==> src/hdl/hstc_pkg.sv <==
`timescale 1ns / 1ps
package hstc_pkg;

  // control point slots held by the two point registers
  localparam int NUM_SLOTS = 8;
  localparam int SLOT_W    = 3;

  // configuration register indexes
  localparam logic [1:0] CFG_POINT_COUNT = 2'd0;
  localparam logic [1:0] CFG_POINTS_LOW  = 2'd1;
  localparam logic [1:0] CFG_POINTS_HIGH = 2'd2;

  localparam logic [3:0]  RST_POINT_COUNT = 4'd2;
  localparam logic [63:0] RST_POINTS_LOW  = 64'h0000_0000_FFFF_0000;
  localparam logic [63:0] RST_POINTS_HIGH = 64'h0;

  // where the level sits inside its segment
  typedef enum logic [1:0] {
    ZS_LOW,
    ZS_MID,
    ZS_HIGH
  } zsel_t;

  // one classified item, front to back
  typedef struct packed {
    logic              deg;
    logic [7:0]        yl;
    logic [7:0]        yr;
    logic [7:0]        d;
    logic [7:0]        dxl;
    zsel_t             zsel;
    logic signed [8:0] dy_l;
    logic signed [8:0] dy_lm;
    logic signed [8:0] dx_lm;
    logic signed [8:0] dy_r;
    logic signed [8:0] dx_r;
    logic              l_first;
    logic              r_last;
  } seg_item_t;

endpackage

==> src/hdl/hstc_front.sv <==
`timescale 1ns / 1ps
module hstc_front import hstc_pkg::*; #(
  parameter int MAX_POINTS = 8
) (
  input  logic [3:0]  point_count,
  input  logic [63:0] points_low,
  input  logic [63:0] points_high,
  input  logic [7:0]  level,
  output seg_item_t   item
);

  logic [7:0]        px [NUM_SLOTS];
  logic [7:0]        py [NUM_SLOTS];
  logic [3:0]        n;
  logic [SLOT_W-1:0] r, l, lm, rp;
  logic signed [8:0] dxx;

  always_comb begin
    for (int i = 0; i < NUM_SLOTS; i++) begin
      if (i < 4) begin
        px[i] = points_low[16*i +: 8];
        py[i] = points_low[16*i+8 +: 8];
      end else begin
        px[i] = points_high[16*(i-4) +: 8];
        py[i] = points_high[16*(i-4)+8 +: 8];
      end
    end
  end

  always_comb begin
    if (point_count < 4'd2) n = 4'd2;
    else if (point_count > 4'(MAX_POINTS)) n = 4'(MAX_POINTS);
    else n = point_count;

    // first point from slot 1 on at or above the level, else the last one
    r = SLOT_W'(n - 4'd1);
    for (int i = NUM_SLOTS - 1; i >= 1; i--) begin
      if (4'(i) < n && px[i] >= level) r = SLOT_W'(i);
    end
    l  = r - SLOT_W'(1);
    lm = l - SLOT_W'(1);
    rp = r + SLOT_W'(1);

    dxx = $signed({1'b0, px[r]}) - $signed({1'b0, px[l]});

    item.deg  = (dxx <= 9'sd0);
    item.yl   = py[l];
    item.yr   = py[r];
    item.d    = dxx[7:0];
    item.dxl  = level - px[l];
    if (level <= px[l]) item.zsel = ZS_LOW;
    else if (level >= px[r]) item.zsel = ZS_HIGH;
    else item.zsel = ZS_MID;
    item.dy_l    = $signed({1'b0, py[r]}) - $signed({1'b0, py[l]});
    item.l_first = (l == '0);
    item.r_last  = ({1'b0, r} == n - 4'd1);
    if (item.l_first) begin
      item.dy_lm = '0;
      item.dx_lm = '0;
    end else begin
      item.dy_lm = $signed({1'b0, py[l]}) - $signed({1'b0, py[lm]});
      item.dx_lm = $signed({1'b0, px[l]}) - $signed({1'b0, px[lm]});
    end
    if (item.r_last) begin
      item.dy_r = '0;
      item.dx_r = '0;
    end else begin
      item.dy_r = $signed({1'b0, py[rp]}) - $signed({1'b0, py[r]});
      item.dx_r = $signed({1'b0, px[rp]}) - $signed({1'b0, px[r]});
    end
  end

endmodule

==> config.mk <==
export PLATFORM = sky130hd
export DESIGN_NAME = hstc_front
export DESIGN_NICKNAME = d
export VERILOG_FILES = /design/src/hdl/hstc_pkg.sv /design/src/hdl/hstc_front.sv
export SDC_FILE = /design/constraint.sdc
export NUM_CORES = 1
export LEC_CHECK = 0
export BUFFER_PORTS_ARGS = -buffer_cell sky130_fd_sc_hd__buf_2
export CORE_MARGIN = 1
export CORE_UTILIZATION = 30
export DETAILED_ROUTE_END_ITERATION = 10
export SLEW_MARGIN = 30
export SYNTH_ARGS = -nofsm -noshare
export SYNTH_HDL_FRONTEND = slang
export SYNTH_SLANG_ARGS = --single-unit
==> constraint.sdc <==
create_clock -name vclk -period 14.3
set_clock_uncertainty 0.15 [all_clocks]
set_input_delay 2.145 -clock vclk [all_inputs]
set_output_delay 2.145 -clock vclk [all_outputs]
set_load 0.005 [all_outputs]
==> summary by stage <==
STA
Setup repair after global routing left no endpoint under its margin. The max-slew violation count is 0. The sum of negative setup slack is 0 ns.

The worst pin sits at a relative slew slack of 0.3546. For the pin with the worst max-slew slack, the measured transition is 0.9616 ns. The hold violation count in the final report is 0. The part of the cycle the worst path needs is 0.8384. The number of setup violations in the final report is 0. The minimum clock period after layout is 11.99 ns. Derived from the worst setup path, the maximum achievable clock frequency is 0.08341 GHz.

GRT
The number of global-route vias before repair came to 8478. The global-route usage over all layers is 0.2170. The global-route wire length before repair is 47760 um. The overall overflow remaining after global route is 0. The maximum number of pins on one net before global-route repair is 58. The initial antenna violation count was 4.

Routing
The wire length after detailed routing is 31670 um. The antenna violation net count after detailed routing is 0. Dividing the detail-routed wire length by the instance count gives 20.10 um.

The detailed router finished its first iteration with 736 violations. The overall via count from detail_route is 8927. The number of iterations in the first detailed-routing pass is 8.

The via-per-instance ratio is 5.664. In the routed design, unresolved DRC markers number 10.

Layout
The number of nets at the end of the flow is 1507. There are 0 flip-flops and latches. The commonest non-fill, non-tap cell in the layout is sky130_fd_sc_hd__buf_2.

In the final layout, the share of cells above drive strength 1 is 0.2520. In the layout the commonest cells are 222 x sky130_fd_sc_hd__buf_2, 121 x sky130_fd_sc_hd__ha_1, 110 x sky130_fd_sc_hd__mux2i_1, 101 x sky130_fd_sc_hd__nand2_1, 89 x sky130_fd_sc_hd__nor2_1. After routing the design area is 9617 um2. After layout, the clock buffer instance count stands at 0. The sequential cells in the finished layout cover a total of 0 um2. Relative to the synthesized area, the layout overhead comes to 18.34%.

Worst hold path
The worst hold path belongs to the class in -> out. The critical hold path startpoint is level[1].

Synthesis
The fraction of synthesized cell area taken by the top area cell type is 0.1878. Yosys attributes the largest share of cell area to sky130_fd_sc_hd__ha_1 19%, sky130_fd_sc_hd__mux4_2 14%, sky130_fd_sc_hd__mux2i_1 14%, sky130_fd_sc_hd__nand2_1 4.7%, sky130_fd_sc_hd__nor2_1 4.2%. Counting every instance in the synthesized netlist gives 1054. For this run, the register share of the synthesized area comes to 0. The synthesized area per cell is 7.710 um2.

Summed over all instances, the cell type with the most area after synthesis is sky130_fd_sc_hd__ha_1. The number of warnings printed during yosys synthesis is 0. The netlist area before placement is 8127 um2. When the netlist entered floorplanning its net count stood at 1321. Synthesis instantiated 72 different standard cells from the library.

Outcome
The run finished, with violations left. The final reports fail on DRC.

Critical path
The largest fanout on the critical path is 57. The startpoint kind of the worst setup timing path is an input pin. The slowest cell on the critical path is sky130_fd_sc_hd__buf_4. The kind of critical path is in -> out. STA puts the critical path data required time at 12.01 ns. The endpoint type of the worst setup path is a primary output.

The worst setup path startpoint is point_count[2]. The cell that appears most often on the critical path is sky130_fd_sc_hd__inv_1. The biggest cell delay along the critical path is 0.66 ns. The critical path data arrival time is 9.69 ns.

Placed design
The cell area reported after detailed placement is 9599 um2. The routability congestion estimate from global placement is 0.9393. The count of input and output buffers is 222. The half-perimeter wire length after placement is 26150 um.

Die
The width of the chip is 166.6 um. In this run the count of I/O pins placed on the die edge is 222. The initial utilization of the core area, before any placement, comes to 0.3092. The die outline area is 27750 um2. The site row count is 59.

The floorplan step set the die height to 166.6 um. After floorplanning, the core was sized to cover 26280 um2.

Power and ir drop
The power density over the cells is 255.8 nW/um2. Summed over all cells, the static leakage comes to 4.902 nW. The worst-case vdd ir drop is 0.1004 mV.

CTS
The number of gates resized after cts is 0. For this design, the CTS-stage hold fixing added 0 buffers. Buffers added to address setup during post-CTS repair amount to 0.

Flow run
The tool flagged a number of max-cap violations equal to 0.
[logic make-up after synthesis]
group,count (synthesis),share of synthesized area
and+or+nand+nor,335,0.1911
muxes,170,0.2907
buffers and inverters,144,0.06682
AOI/OAI and AO/OA,222,0.1868
xor gates and xnor gates,50,0.05712
adders and majority gates,133,0.2075
[critical path: cells and delay by family]
family,cells,cell delay [ns]
mux,1,0.49
buf+inv,9,2.43
compound gates,11,2.59
xor+xnor,2,0.38
fa+ha+maj,4,1.40
simple gates,1,0.21
[cell type report]
type                       instances  area, um2
antenna                            3      7.507
fill                            2847      16660
inverter                          91      342.8
multi-input combinational        910       7624
tap                              335      419.2
timing repair buffer             237       1224
[synth_stat cells, drive strengths merged (2+ instances only)]
library cell	number
a2111oi	4
a211o	3
a211oi	10
a21boi	3
a21o	33
a21oi	51
a22o	2
a22oi	3
a31oi	4
a32oi	2
and2	5
and3	8
and4b	2
buf	14
clkbuf	39
fa	5
ha	122
inv	90
maj3	6
mux2	8
mux2i	111
mux4	51
nand2	101
nand2b	18
nand3	54
nand4	11
nor2	90
nor2b	20
nor3	14
nor4	2
o2111a	2
o2111ai	2
o211a	4
o211ai	11
o21a	11
o21ai	49
o21bai	5
o22ai	4
o31ai	4
o32a	3
o41ai	2
or2	2
or3	2
xnor2	35
xor2	15
[final timing paths]
check	to	slack, ns	cells after the start
setup / recovery	item[28]	2.31	28
hold / removal	item[51]	4.60	4
[routing by layer]
metal,wire [um],global-route usage
met1,13700,0.2858
met2,14570,0.3597
met3,2191,0.03018
met4,1197,0.07931
met5,10,0
[stage by stage]
stage	std cells	utilization	hold slack, ns	worst slack [ns]	power, mW
after floorplan	1054	-	4.334	2.694	1.644
after global placement	1573	0.3653	4.600	2.523	2.428
after detailed placement	1573	0.3653	4.599	2.390	2.455
after CTS	1573	0.3653	4.601	2.366	2.464
after global routing	1576	0.3659	4.634	1.713	2.713
final	1576	0.3659	4.598	2.311	2.460
[power breakdown]
group	total (mW)	internal [mW]	switching, mW
combinational	2.46	1.14	1.32
clock	0.0000000281	0.0000000281	0
sequential	0	0	0
(Power assumes the default switching activity.)
