**src/hdl/hstc_pkg.sv**
```systemverilog
`timescale 1ns / 1ps
package hstc_pkg;

  // control point slots held by the two point registers
  localparam int NUM_SLOTS = 8;
  localparam int SLOT_W    = 3;

  // configuration register indexes
  localparam logic [1:0] CFG_POINT_COUNT = 2'd0;
  localparam logic [1:0] CFG_POINTS_LOW  = 2'd1;
  localparam logic [1:0] CFG_POINTS_HIGH = 2'd2;

  localparam logic [3:0]  RST_POINT_COUNT = 4'd2;
  localparam logic [63:0] RST_POINTS_LOW  = 64'h0000_0000_FFFF_0000;
  localparam logic [63:0] RST_POINTS_HIGH = 64'h0;

  // where the level sits inside its segment
  typedef enum logic [1:0] {
    ZS_LOW,
    ZS_MID,
    ZS_HIGH
  } zsel_t;

  // one classified item, front to back
  typedef struct packed {
    logic              deg;
    logic [7:0]        yl;
    logic [7:0]        yr;
    logic [7:0]        d;
    logic [7:0]        dxl;
    zsel_t             zsel;
    logic signed [8:0] dy_l;
    logic signed [8:0] dy_lm;
    logic signed [8:0] dx_lm;
    logic signed [8:0] dy_r;
    logic signed [8:0] dx_r;
    logic              l_first;
    logic              r_last;
  } seg_item_t;

endpackage

```
**src/hdl/hstc_queue.sv**
```systemverilog
`timescale 1ns / 1ps
module hstc_queue import hstc_pkg::*; (
  input  logic      clk,
  input  logic      rst_n,
  input  logic      wr,
  input  seg_item_t wr_item,
  output logic      full,
  input  logic      rd,
  output seg_item_t rd_item,
  output logic      empty
);

  seg_item_t  mem_r [2];
  logic       wp_r, rp_r;
  logic [1:0] cnt_r;
  logic       do_wr, do_rd;

  assign full    = (cnt_r == 2'd2);
  assign empty   = (cnt_r == 2'd0);
  assign do_wr   = wr && !full;
  assign do_rd   = rd && !empty;
  assign rd_item = mem_r[rp_r];

  always_ff @(posedge clk) begin
    if (!rst_n) begin
      wp_r  <= 1'b0;
      rp_r  <= 1'b0;
      cnt_r <= 2'd0;
    end else begin
      if (do_wr) wp_r <= ~wp_r;
      if (do_rd) rp_r <= ~rp_r;
      if (do_wr && !do_rd) cnt_r <= cnt_r + 2'd1;
      else if (do_rd && !do_wr) cnt_r <= cnt_r - 2'd1;
    end
    if (do_wr) mem_r[wp_r] <= wr_item;
  end

endmodule

```
**config.mk**
```make
export PLATFORM = sky130hd
export DESIGN_NAME = hstc_queue
export DESIGN_NICKNAME = d
export VERILOG_FILES = /design/src/hdl/hstc_pkg.sv /design/src/hdl/hstc_queue.sv
export SDC_FILE = /design/constraint.sdc
export NUM_CORES = 1
export LEC_CHECK = 0
export ABC_AREA = 1
export BUFFER_PORTS_ARGS = -buffer_cell sky130_fd_sc_hd__buf_2
export CAP_MARGIN = 20
export CORE_MARGIN = 4
export CORE_UTILIZATION = 55
export DETAILED_ROUTE_END_ITERATION = 10
export MAX_ROUTING_LAYER = met4
export PLACE_DENSITY = 0.81
export SLEW_MARGIN = 20
export SYNTH_ARGS = -nofsm -noshare
export SYNTH_HDL_FRONTEND = slang
export SYNTH_SLANG_ARGS = --single-unit
```
**constraint.sdc**
```tcl
create_clock -name clk -period 13 [get_ports clk]
set_input_delay 1.3 -clock clk [delete_from_list [all_inputs] [get_ports clk]]
set_output_delay 1.3 -clock clk [all_outputs]
set_load 0.01 [all_outputs]
```
==> results of run 1 <==
-- power by group --
group / switching (W) / leakage (nW) / total, W / internal (W)
registers: 0.0000335 / 1.57 / 0.000724 / 0.000690
clock network: 0.000182 / 0.271 / 0.000461 / 0.000279
logic: 0.000179 / 1.36 / 0.000366 / 0.000187
total: 0.000394 / 3.20 / 0.00155 / 0.00116
-- state kept, by name (all words and copies together), names as in the netlist, named ones only --
signal and count:
mem_r 164, cnt_r 2, rp_r 1, wp_r 1
-- cell type report --
class                           instances  area, sq um
Multi-Input combinational cell        106         1350
Clock buffer                           21          440
Sequential cell                       169         5030
Inverter                                9         33.8
Fill cell                             733         3550
Clock inverter                         11          105
Tap cell                              143          179
Timing Repair Buffer                  172          868
Antenna cell                            2         5.00
-- stage by stage --
step                      instance area, sq um  power (W)  hold slack [ns]
after global routing                      8010    0.00163            0.570
after floorplan                           6570    0.00101            0.467
after detailed placement                  7460    0.00111            0.502
final                                     8010    0.00155            0.506
after CTS                                 8010    0.00157            0.518
after global placement                    7460    0.00110            0.482
-- how the worst max path moves through the flow --
| stage | slack, ns | start | to | cells past startpoint |
|---|---|---|---|---|
| 2_1_floorplan | 7.69 | wr | mem_r[0][0] | 2 |
| 5_1_grt | 8.99 | register | rd_item[72] | 3 |
| 3_5_place_dp | 9.56 | register | rd_item[72] | 3 |
| 6_report | 9.14 | register | rd_item[72] | 3 |
| 3_3_place_gp | 9.56 | register | rd_item[72] | 3 |
| 4_1_cts | 9.12 | register | rd_item[72] | 3 |
-- kinds of logic (layout without fill, tap and decap cells) --
| logic type | count (synthesis) | count (layout) |
|---|---|---|
| buffers and inverters | 18 | 213 |
| and+or+nand+nor | 19 | 19 |
| AOI/OAI and AO/OA | 4 | 4 |
| muxes | 82 | 82 |
| DFF | 169 | 169 |
| adders and majority gates | 1 | 1 |
| other | 0 | 2 |
-- worst min-delay path: cells and delay by family (launching register included) --
family | cells | cell delay [ns]
flip-flops | 1 | 0.33
AND/OR/NAND/NOR | 2 | 0.15
-- per-layer routing --
layer / global-route usage / vias to the layer above / share of wire
met5: - / - / 0
met4: 0.0635 / 0 / 0.0017
met3: 0.0566 / 2 / 0.081
met2: 0.261 / 107 / 0.50
met1: 0.195 / 1548 / 0.41
li1: - / 1505 / -
-- cell usage in the layout (no fill, tap or decap) --
| cell | netlist | final |
|---|---|---|
| dfxtp_4 | 0 | 1 |
| mux2_2 | 2 | 2 |
| nand3_1 | 1 | 1 |
| edfxtp_1 | 164 | 164 |
| buf_2 | 0 | 169 |
| ha_1 | 1 | 1 |
| a21oi_1 | 1 | 1 |
| diode_2 | 0 | 2 |
| buf_4 | 0 | 3 |
| bufinv_16 | 0 | 2 |
| clkinv_1 | 0 | 3 |
| o21ai_0 | 2 | 2 |
| nor2_4 | 0 | 2 |
| dfxtp_1 | 5 | 4 |
| clkinv_2 | 0 | 5 |
| clkinv_4 | 0 | 1 |
| mux2_4 | 80 | 80 |
| clkbuf_16 | 0 | 17 |
| nand2_1 | 6 | 6 |
| clkbuf_1 | 0 | 4 |
| o21ai_2 | 1 | 1 |
| inv_1 | 9 | 9 |
| nor2_1 | 11 | 9 |
| nand4_1 | 1 | 1 |
==> summary.log, run 1 <==
qor: status.outcome complete, no violations
qor: clocking.cts_setup_buffers 0
qor: grt.grt_start_max_net_pins 58
qor: hold_path.worstHoldPathType reg -> reg
qor: power.vdd_drop_max 0.112 mV
qor: hold_path.worstHoldPathCells 2
qor: floorplanning.floorplan.initialDensity 0.568
qor: logic_synthesis.synth_ff_type edfxtp_1
qor: layout.area_growth_from_synthesis_to_final_layout 22.0%
qor: layout.finalNetCount 562
qor: timing.setup_viol 0
qor: power.static-leakage-power 3.20 nW
qor: routing.drtAntennaViolNets 0
qor: logic_synthesis.synth_adder_area_share 0.00191
qor: grt.overflow 0
qor: hold_path.holdPathEnd rp_r
qor: clocking.cts-root-to-sink-buffers 2
qor: placed_design.globalplace.congestion 0.691
qor: routing.detailedRoute.firstIterationViolations 157
qor: timing.final_max_slew_viol_count 0
qor: routing.post-route-drc-count 0
qor: clocking.post_cts.resized_instances 0
qor: logic_synthesis.synth-seq-area-share 0.765
qor: logic_synthesis.synth_simple_gate_area_frac 0.0114
qor: timing.finalCritPeriodShare 0.297
qor: clocking.cts_inserted_buffers 17
qor: routing.drt-vias-per-instance 5.00
qor: setup_path.cp_top_family buffers and inverters
qor: logic_synthesis.post_synth_xor_area_fraction 0
qor: timing.finalClockSkew 0.0110 ns
qor: timing.period_needed 3.86 ns
qor: grt.wire_length_of_the_first_global_routing_pass 16100 um
qor: routing.drt_wl_cell 17.3 um
qor: setup_path.path_max_fanout 53
qor: floorplanning.die_y 117 um
qor: setup_path.worstPathCellList buf_4 -> mux2_2 -> buf_2
qor: setup_path.worst-path-buf-inv 2
qor: floorplanning.floorplan.io_pins 170
qor: setup_path.worst_r2r_startpoint cnt_r[0]
qor: hold_path.hold_path_startpoint rp_r
qor: timing.fmax 259 MHz
qor: logic_synthesis.ys_seq_elements 169
qor: timing.finalWorstSetupSlack 9.14 ns
qor: timing.max_slew.worst_pin.slew 0.988 ns
qor: clocking.clk-insertion-delay-late 0.41 ns
qor: placed_design.buffer_ports.inserted 169
qor: timing.timing_hold_violations_final 0
qor: clocking.cts_hold_buf 0
qor: logic_synthesis.yosysWarningCount 0
qor: setup_path.critical_path.reg2reg.endpoint mem_r[0][56]
qor: routing.dr.pass1.iters 4
qor: clocking.cts.clk_slew.worst_paths 0.06 ns
qor: logic_synthesis.yosysUniqueCellTypes 15
qor: placed_design.place_ws 9.56 ns
qor: clocking.cts_root_buffer clkbuf_16
qor: logic_synthesis.dominant_combinational_cell_family_by_area_after_synthesis multiplexers
qor: clocking.cts_tree yes
qor: setup_path.worst_setup_path_start_kind register
qor: setup_path.setup.worst_path.class reg -> out
qor: logic_synthesis.synthMuxAreaShare 0.186
qor: setup_path.worst-r2r-cell-count 3
qor: logic_synthesis.async_reset_ff_frac 0
qor: setup_path.worst_setup_path_end_kind output port
qor: logic_synthesis.synth.most_common_cell edfxtp_1
qor: logic_synthesis.synth_enable_flop_cells 164
qor: grt.grt.total_usage 0.165
qor: setup_path.worstPathRequired 11.70 ns
qor: placed_design.numPlacedInstances 599
qor: floorplanning.floorplan.rows 39
qor: logic_synthesis.netlist_instances 293
qor: logic_synthesis.syn_area 6570 sq um
qor: setup_path.slowest_delay 0.85 ns
qor: clocking.cts.sink_count 169
qor: logic_synthesis.synthTopCellsByArea edfxtp_1 (75%), mux2_4 (18%), buf_12 (2.4%)
qor: power.power_density 194 nW/um^2
qor: logic_synthesis.yosys-top-cells-count edfxtp_1 (164), mux2_4 (80), nor2_1 (11)
qor: routing.wirelength 11000 um
qor: timing.max-slew-margin-rel 0.341
qor: layout.final_util 0.693
qor: layout.instances_no_fill 633
qor: run.cap_violations 0
qor: layout.final_layout_size_suffix_gt1_frac 0.580
qor: logic_synthesis.synthDominantAreaCellType edfxtp_1
qor: floorplanning.design.core.area 11600 sq um
qor: grt.antenna_found_initial 2
qor: setup_path.crit_slowest_cell buf_4
qor: setup_path.crit_arrival 2.56 ns
qor: logic_synthesis.synth_nets 380
qor: timing.setup_repair_after_global_routing_missed_its_margin no
qor: floorplanning.die_width 117 um
qor: logic_synthesis.synth_area_per_cell 22.4 sq um
qor: logic_synthesis.synth-compound-area-share 0.00362
qor: timing.fin_setup_tns 0 ns
qor: logic_synthesis.synthDominantCellAreaShare 0.750
qor: clocking.clock_tree.htree_level_count 4
qor: floorplanning.fp.dieArea 13700 sq um
qor: placed_design.place_hpwl 7460 um
qor: setup_path.reg2reg_slack 10.69 ns
qor: routing.num_vias 3162
qor: grt.first_global_vias 3289
(Power assumes the default switching activity.)
==> run 2, diff against run 1 <==
--- a/config.mk
+++ b/config.mk
@@ -9,10 +9,10 @@
 export BUFFER_PORTS_ARGS = -buffer_cell sky130_fd_sc_hd__buf_2
 export CAP_MARGIN = 20
 export CORE_MARGIN = 4
-export CORE_UTILIZATION = 55
+export CORE_UTILIZATION = 47
 export DETAILED_ROUTE_END_ITERATION = 10
 export MAX_ROUTING_LAYER = met4
-export PLACE_DENSITY = 0.81
+export PLACE_DENSITY = 0.73
 export SLEW_MARGIN = 20
 export SYNTH_ARGS = -nofsm -noshare
 export SYNTH_HDL_FRONTEND = slang
==> constraint.sdc (replaced) <==
create_clock -name clk -period 3.2 [get_ports clk]
set_input_delay 0.32 -clock clk [delete_from_list [all_inputs] [get_ports clk]]
set_output_delay 0.32 -clock clk [all_outputs]
set_load 0.01 [all_outputs]
==> run 2 against run 1 <==
- sequential cell count stayed put
- combinational power rose to 4.3 times the previous value
- die area grew 16%
- register-to-register slack worse by 9.4 ns
- sequential share of layout area decreased by 0.51 points
- sequential power increased to 4.0 times the previous value
- clock-buffer cell count shrank 1
- routed wire length is 4.5% higher
- largest cell class unchanged
- critical path type unchanged
- utilization fell by 9.2 points
- highest routed layer unchanged
==> summary.log, run 2 (synthesis gave the netlist of run 1 again) <==
qor: routing.drt-vias-per-instance 4.83 [-3.3%]
qor: routing.drt_wl_cell 17.2 um [-0.54%]
qor: clocking.cts-root-to-sink-buffers 2 [unchanged]
qor: power.static-leakage-power 3.20 nW [about the same]
qor: routing.detailedRoute.firstIterationViolations 248 [+58%]
qor: layout.finalNetCount 562 [unchanged]
qor: timing.timing_hold_violations_final 0 [unchanged]
qor: grt.antenna_found_initial 1 [-1]
qor: status.outcome complete, no violations
qor: layout.layout_top_registers mem_r (164), cnt_r (2)
qor: layout.final_layout_size_suffix_gt1_frac 0.590 [+0.0102]
qor: routing.num_vias 3211 [+1.5%]
qor: layout.most_frequent_standard_cell_in_the_layout_excluding_fill_and_tap_cells buf_2
qor: timing.max-slew-margin-rel 0.546 [+0.204]
qor: placed_design.numPlacedInstances 632 [+5.5%]
qor: setup_path.worstPathRequired 2.88 ns [-8.82 ns]
qor: timing.setup_viol 0 [unchanged]
qor: run.cap_violations 0 [unchanged]
qor: setup_path.reg2reg_slack 1.34 ns [-9.35 ns]
qor: power.design_power_total 0.00626 W [+300%]
qor: layout.fillers 1027 [+40%]
qor: routing.post-route-drc-count 0 [unchanged]
qor: setup_path.worst_setup_path_start_kind register
qor: placed_design.buffer_ports.inserted 169 [unchanged]
qor: layout.area_growth_from_synthesis_to_final_layout 23.0%
qor: setup_path.worst_setup_path_end_kind output port
qor: routing.drtAntennaViolNets 0 [unchanged]
qor: layout.instances_no_fill 665 [+5.1%]
qor: clocking.cts.clk_slew.worst_paths 0.06 ns [about the same]
qor: clocking.cts_root_buffer clkbuf_16
qor: power.power_density 775 nW/um^2 [+300%]
qor: grt.first_global_vias 3430 [+4.3%]
qor: grt.wire_length_of_the_first_global_routing_pass 17600 um [+9.4%]
qor: hold_path.worstHoldPathType in -> reg
qor: floorplanning.design.core.area 13500 sq um [+16%]
qor: clocking.cts.sink_count 169 [unchanged]
qor: routing.dr.pass1.iters 4 [unchanged]
qor: layout.largest-register mem_r
qor: timing.fmax 463 MHz
qor: power.vdd_drop_max 0.397 mV [+250%]
qor: timing.max_slew.worst_pin.slew 0.682 ns [-0.307 ns]
qor: floorplanning.die_y 126 um [+7.6%]
qor: floorplanning.fp.dieArea 15900 sq um [+16%]
qor: timing.finalCritPeriodShare 0.675
qor: grt.grt_start_max_net_pins 83 [+43%]
qor: clocking.cts_setup_buffers 0 [unchanged]
qor: clocking.clk-insertion-delay-late 0.41 ns [about the same]
qor: placed_design.globalplace.congestion 0.714 [+3.3%]
qor: setup_path.critical_path.reg2reg.endpoint mem_r[0][70]
qor: setup_path.crit_arrival 1.84 ns [-0.72 ns]
qor: floorplanning.floorplan.rows 42 [+7.7%]
qor: setup_path.setup.worst_path.class reg -> out
qor: timing.fin_setup_tns 0 ns [unchanged]
qor: placed_design.place_hpwl 7630 um [+2.2%]
qor: timing.setup_repair_after_global_routing_missed_its_margin no
qor: grt.overflow 0 [unchanged]
qor: clocking.cts_inserted_buffers 17 [unchanged]
qor: grt.grt.total_usage 0.150 [-0.0150]
qor: setup_path.worst-r2r-cell-count 3 [unchanged]
qor: setup_path.worst_setup_path_endpoint rd_item[76]
qor: clocking.cts_hold_buf 0 [unchanged]
qor: timing.period_needed 2.16 ns
qor: setup_path.worst_r2r_startpoint cnt_r[0]
qor: floorplanning.floorplan.io_pins 170 [unchanged]
qor: layout.final_cell_mix buf_2 (169), edfxtp_1 (164), mux2_4 (80)
qor: clocking.post_cts.resized_instances 0 [unchanged]
qor: setup_path.path_max_fanout 82 [+55%]
qor: clocking.cts_tree yes
qor: routing.wirelength 11400 um [+4.5%]
qor: floorplanning.floorplan.initialDensity 0.488 [-0.0797]
qor: timing.final_max_slew_viol_count 0 [unchanged]
qor: clocking.clock_tree.htree_level_count 4 [unchanged]
qor: floorplanning.die_width 126 um [+7.6%]
qor: layout.largest_register_ff_count 164 [unchanged]
qor: timing.finalClockSkew 0.00669 ns [-0.00431 ns]
run 2: cell types whose count changed in the layout (fill, tap and decap cells not counted), sizes merged:
cell      previous run  this run
bufinv               2         0
clkinvlp             0         3
diode                2         1
clkbuf              21        20
run 2: how the worst min path moves through the flow:
| stage | from | end | cells after the start |
|---|---|---|---|
| 6_report | wr_item[33] | mem_r[1][33] | 1 |
| 5_1_grt | wr_item[33] | mem_r[1][33] | 1 |
| 4_1_cts | wr_item[33] | mem_r[0][33] | 1 |
| 3_5_place_dp | rp_r | register | 2 |
| 3_3_place_gp | rp_r | rp_r | 2 |
| 2_1_floorplan | wr_item[0] | mem_r[0][0] | 0 |
run 2: critical path, cell delays in order, from the launching register on:
cell	delay (ns)
dfxtp_4	0.35
buf_12	0.42
mux2_4	0.37
buf_2	0.14
run 2: layer usage:
metal  share of wire  track usage  vias to the layer above  wire (um)
li1                -            -                     1498          -
met1            0.40        0.172                     1564       4550
met2            0.51        0.242                      129       5840
met3           0.072       0.0508                       20        828
met4           0.020       0.0612                        0        229
met5               0            -                        -          0
run 2: layout make-up:
type                            instances  area, sq um  area share
Antenna cell                            1         2.50    0.000310
Clock buffer                           20          457      0.0566
Clock inverter                         12         77.6     0.00961
Inverter                                9         33.8     0.00418
Multi-Input combinational cell        106         1350       0.167
Sequential cell                       169         5030       0.623
Tap cell                              176          220      0.0273
Timing Repair Buffer                  172          906       0.112
run 2: report_power, final:
| group | switching [W] | total (W) | internal, W |
|---|---|---|---|
| clock | 0.000779 | 0.00180 | 0.00102 |
| combinational | 0.000792 | 0.00157 | 0.000780 |
| sequential | 0.0000866 | 0.00289 | 0.00280 |
| total | 0.00166 | 0.00626 | 0.00460 |
run 2: through the flow:
step                      hold slack, ns  setup slack [ns]  cell area, sq um  utilization
after floorplan                    0.419             -1.22              6570            -
after global placement             0.481              1.41              7540        0.560
after detailed placement           0.498              1.32              7540        0.560
after CTS                         0.0692              1.03              8070        0.600
after global routing              0.0684             0.997              8080        0.600
final                             0.0889              1.04              8080        0.600
==> run 3, diff against run 2 <==
==> constraint.sdc (replaced) <==
create_clock -name clk -period 1.9 [get_ports clk]
set_input_delay 0.19 -clock clk [delete_from_list [all_inputs] [get_ports clk]]
set_output_delay 0.19 -clock clk [all_outputs]
set_load 0.01 [all_outputs]
==> run 3 against run 2 <==
- largest cell class unchanged
- via count grew 11%
- total power grew 80%
- worst hold slack lost 0.053 ns
- non-clock buffer count grew 92
- clock power grew 94%
- clock skew grew 0.0021 ns
- clock-buffer cell count grew 3
- critical endpoint is now rd_item[8]
- first-iteration DRC count shrank 37%
- utilization grew 7.5 points
==> summary.log, run 3 (synthesis gave the netlist of run 1 again) <==
qor: setup_path.crit_arrival 1.57 ns [-0.27 ns]
qor: power.power_density 1240 nW/um^2 [+60%]
qor: placed_design.place_ws 0.411 ns [-0.906 ns]
qor: setup_path.worst_setup_path_end_kind output port
qor: placed_design.globalplace.congestion 0.706 [-1.1%]
qor: setup_path.worst-r2r-cell-count 9 [+6]
qor: power.pwr-share-seq 0.434 [-0.027]
qor: layout.final_layout_size_suffix_gt1_frac 0.516 [-0.0746]
qor: routing.post-route-drc-count 0 [unchanged]
qor: floorplanning.design.core.area 13500 sq um [unchanged]
qor: placed_design.buffer_ports.inserted 169 [unchanged]
qor: floorplanning.floorplan.io_pins 170 [unchanged]
qor: clocking.cts.sink_count 169 [unchanged]
qor: power.comb_power_share 0.256 [+0.005]
qor: timing.max-slew-margin-rel 0.801 [+0.256]
qor: grt.grt_start_max_net_pins 47 [-43%]
qor: layout.finalNetCount 654 [+16%]
qor: timing.setup_repair_after_global_routing_missed_its_margin no
qor: clocking.cts_inserted_buffers 17 [unchanged]
qor: clocking.cts.clk_slew.worst_paths 0.06 ns [about the same]
qor: timing.fmax 570 MHz
qor: hold_path.worstHoldPathType in -> reg
qor: routing.detailedRoute.firstIterationViolations 157 [-37%]
qor: timing.finalClockSkew 0.00876 ns [+0.00207 ns]
qor: layout.largest_register_ff_count 164 [unchanged]
qor: setup_path.critical_path_depth 3 [unchanged]
qor: hold_path.worstHoldPathCells 3 [+2]
qor: power.clkPwrFrac 0.310 [+0.022]
qor: run.cap_violations 0 [unchanged]
qor: power.vdd_drop_max 0.707 mV [+78%]
qor: routing.drt_wl_cell 16.2 um [-5.7%]
qor: timing.setup_viol 0 [unchanged]
qor: setup_path.slowest_delay 0.45 ns [+0.03 ns]
qor: power.power.switching 0.00281 W [+70%]
qor: setup_path.worst-path-buf-inv 2 [unchanged]
qor: setup_path.setup.worst_path.class reg -> out
qor: layout.area_growth_from_synthesis_to_final_layout 38.3%
qor: clocking.cts_root_buffer clkbuf_16
qor: layout.final_cell_mix buf_2 (169), edfxtp_1 (164), dlygate4sd3_1 (82)
qor: setup_path.worst_setup_path_start_kind register
qor: floorplanning.floorplan.initialDensity 0.488 [unchanged]
qor: timing.finalCritPeriodShare 0.924
qor: setup_path.crit_slowest_cell dfxtp_4
qor: clocking.clk-insertion-delay-late 0.41 ns [about the same]
qor: layout.layout_top_registers mem_r (164), cnt_r (2)
qor: routing.drtAntennaViolNets 0 [unchanged]
qor: timing.finalWorstSetupSlack 0.144 ns [-0.895 ns]
qor: power.switching_share 0.250 [-0.0152]
qor: routing.drt-vias-per-instance 4.72 [-2.3%]
qor: layout.insertedDiodeCount 0 [-1]
qor: clocking.cts_tree yes
qor: layout.fillers 890 [-13%]
qor: grt.wire_length_of_the_first_global_routing_pass 19300 um [+9.4%]
qor: timing.max_slew.worst_pin.slew 0.298 ns [-0.384 ns]
qor: floorplanning.floorplan.rows 42 [unchanged]
qor: placed_design.numPlacedInstances 640 [+1.3%]
qor: power.static-leakage-power 3.63 nW [+14%]
qor: setup_path.worstPathCellList buf_4 -> mux2_4 -> buf_2
qor: setup_path.reg2reg_slack 0.42 ns [-0.92 ns]
qor: grt.first_global_vias 3923 [+14%]
qor: power.intPower 0.00846 W [+84%]
qor: setup_path.worstPathRequired 1.71 ns [-1.17 ns]
qor: timing.final_max_slew_viol_count 0 [unchanged]
qor: clocking.clock_tree.htree_level_count 4 [unchanged]
qor: routing.dr.pass1.iters 4 [unchanged]
qor: clocking.cts-root-to-sink-buffers 2 [unchanged]
qor: routing.num_vias 3565 [+11%]
qor: floorplanning.die_y 126 um [unchanged]
qor: placed_design.place_hpwl 7810 um [+2.4%]
qor: grt.overflow 0 [unchanged]
qor: setup_path.cp_top_family flip-flops
qor: status.outcome complete, no violations
qor: timing.timing_hold_violations_final 0 [unchanged]
qor: floorplanning.fp.dieArea 15900 sq um [unchanged]
qor: routing.wirelength 12300 um [+7.2%]
qor: power.design_power_total 0.0113 W [+80%]
qor: layout.largest-register mem_r
qor: floorplanning.die_width 126 um [unchanged]
qor: grt.grt.total_usage 0.162 [+0.0127]
qor: grt.antenna_found_initial 0 [-1]
qor: layout.most_frequent_standard_cell_in_the_layout_excluding_fill_and_tap_cells buf_2
qor: setup_path.path_max_fanout 8 [-90%]
qor: timing.period_needed 1.76 ns
qor: layout.instances_no_fill 756 [+14%]
==> run 3: worst paths after layout <==
kind,startpoint,end
setup / recovery,register,rd_item[8]
hold / removal,rst_n,cnt_r[1]
setup reg to reg,cnt_r[0],cnt_r[1]
hold reg to reg,wp_r,wp_r
==> run 3: power groups by stage <==
stage | clock (W) | combinational (W) | sequential [W]
3_5_place_dp | 0 | 0.00273 | 0.00500
6_report | 0.00350 | 0.00288 | 0.00489
4_1_cts | 0.00357 | 0.00292 | 0.00490
3_3_place_gp | 0 | 0.00269 | 0.00497
2_1_floorplan | 0 | 0.00197 | 0.00491
5_1_grt | 0.00375 | 0.00308 | 0.00494
==> run 3: tightest hold or removal path: stages <==
cell and delay [ns]:
buf_2 0.12, nand2_1 0.07, nor2_1 0.03
==> run 3: what timing repair did <==
action                                  in CTS  in global routing
endpoints found under the hold margin      164                  0
endpoints found under the setup margin      32                  0
setup buffers                                2                  0
hold buffers                                82                  0
gates resized for setup                      0                  0
==> run 3: metal layers <==
metal,GRT usage,part of all wire,up-vias
met2,0.285,0.54,121
met5,-,0,-
met1,0.174,0.38,1741
li1,-,-,1688
met4,0.0637,0.015,0
met3,0.0440,0.060,15
==> run 3: metrics by stage <==
| step | setup TNS [ns] | hold slack [ns] | area (sq um) | util |
|---|---|---|---|---|
| 2_1_floorplan | -32.78 | 0.289 | 6590 | - |
| 3_3_place_gp | 0 | 0.377 | 7630 | 0.568 |
| 3_5_place_dp | 0 | 0.381 | 7630 | 0.568 |
| 4_1_cts | 0 | 0.0133 | 9080 | 0.675 |
| 5_1_grt | 0 | 0.0217 | 9080 | 0.675 |
| 6_report | 0 | 0.0356 | 9080 | 0.675 |
==> run 3: layout make-up <==
| type | count | area [sq um] | share of cell area |
|---|---|---|---|
| clock buffer | 23 | 458 | 0.0504 |
| multi-input combinational | 106 | 1360 | 0.150 |
| inverter | 9 | 33.8 | 0.00372 |
| tap | 176 | 220 | 0.0243 |
| sequential | 169 | 5030 | 0.554 |
| clock inverter | 9 | 150 | 0.0165 |
| timing repair buffer | 264 | 1830 | 0.201 |
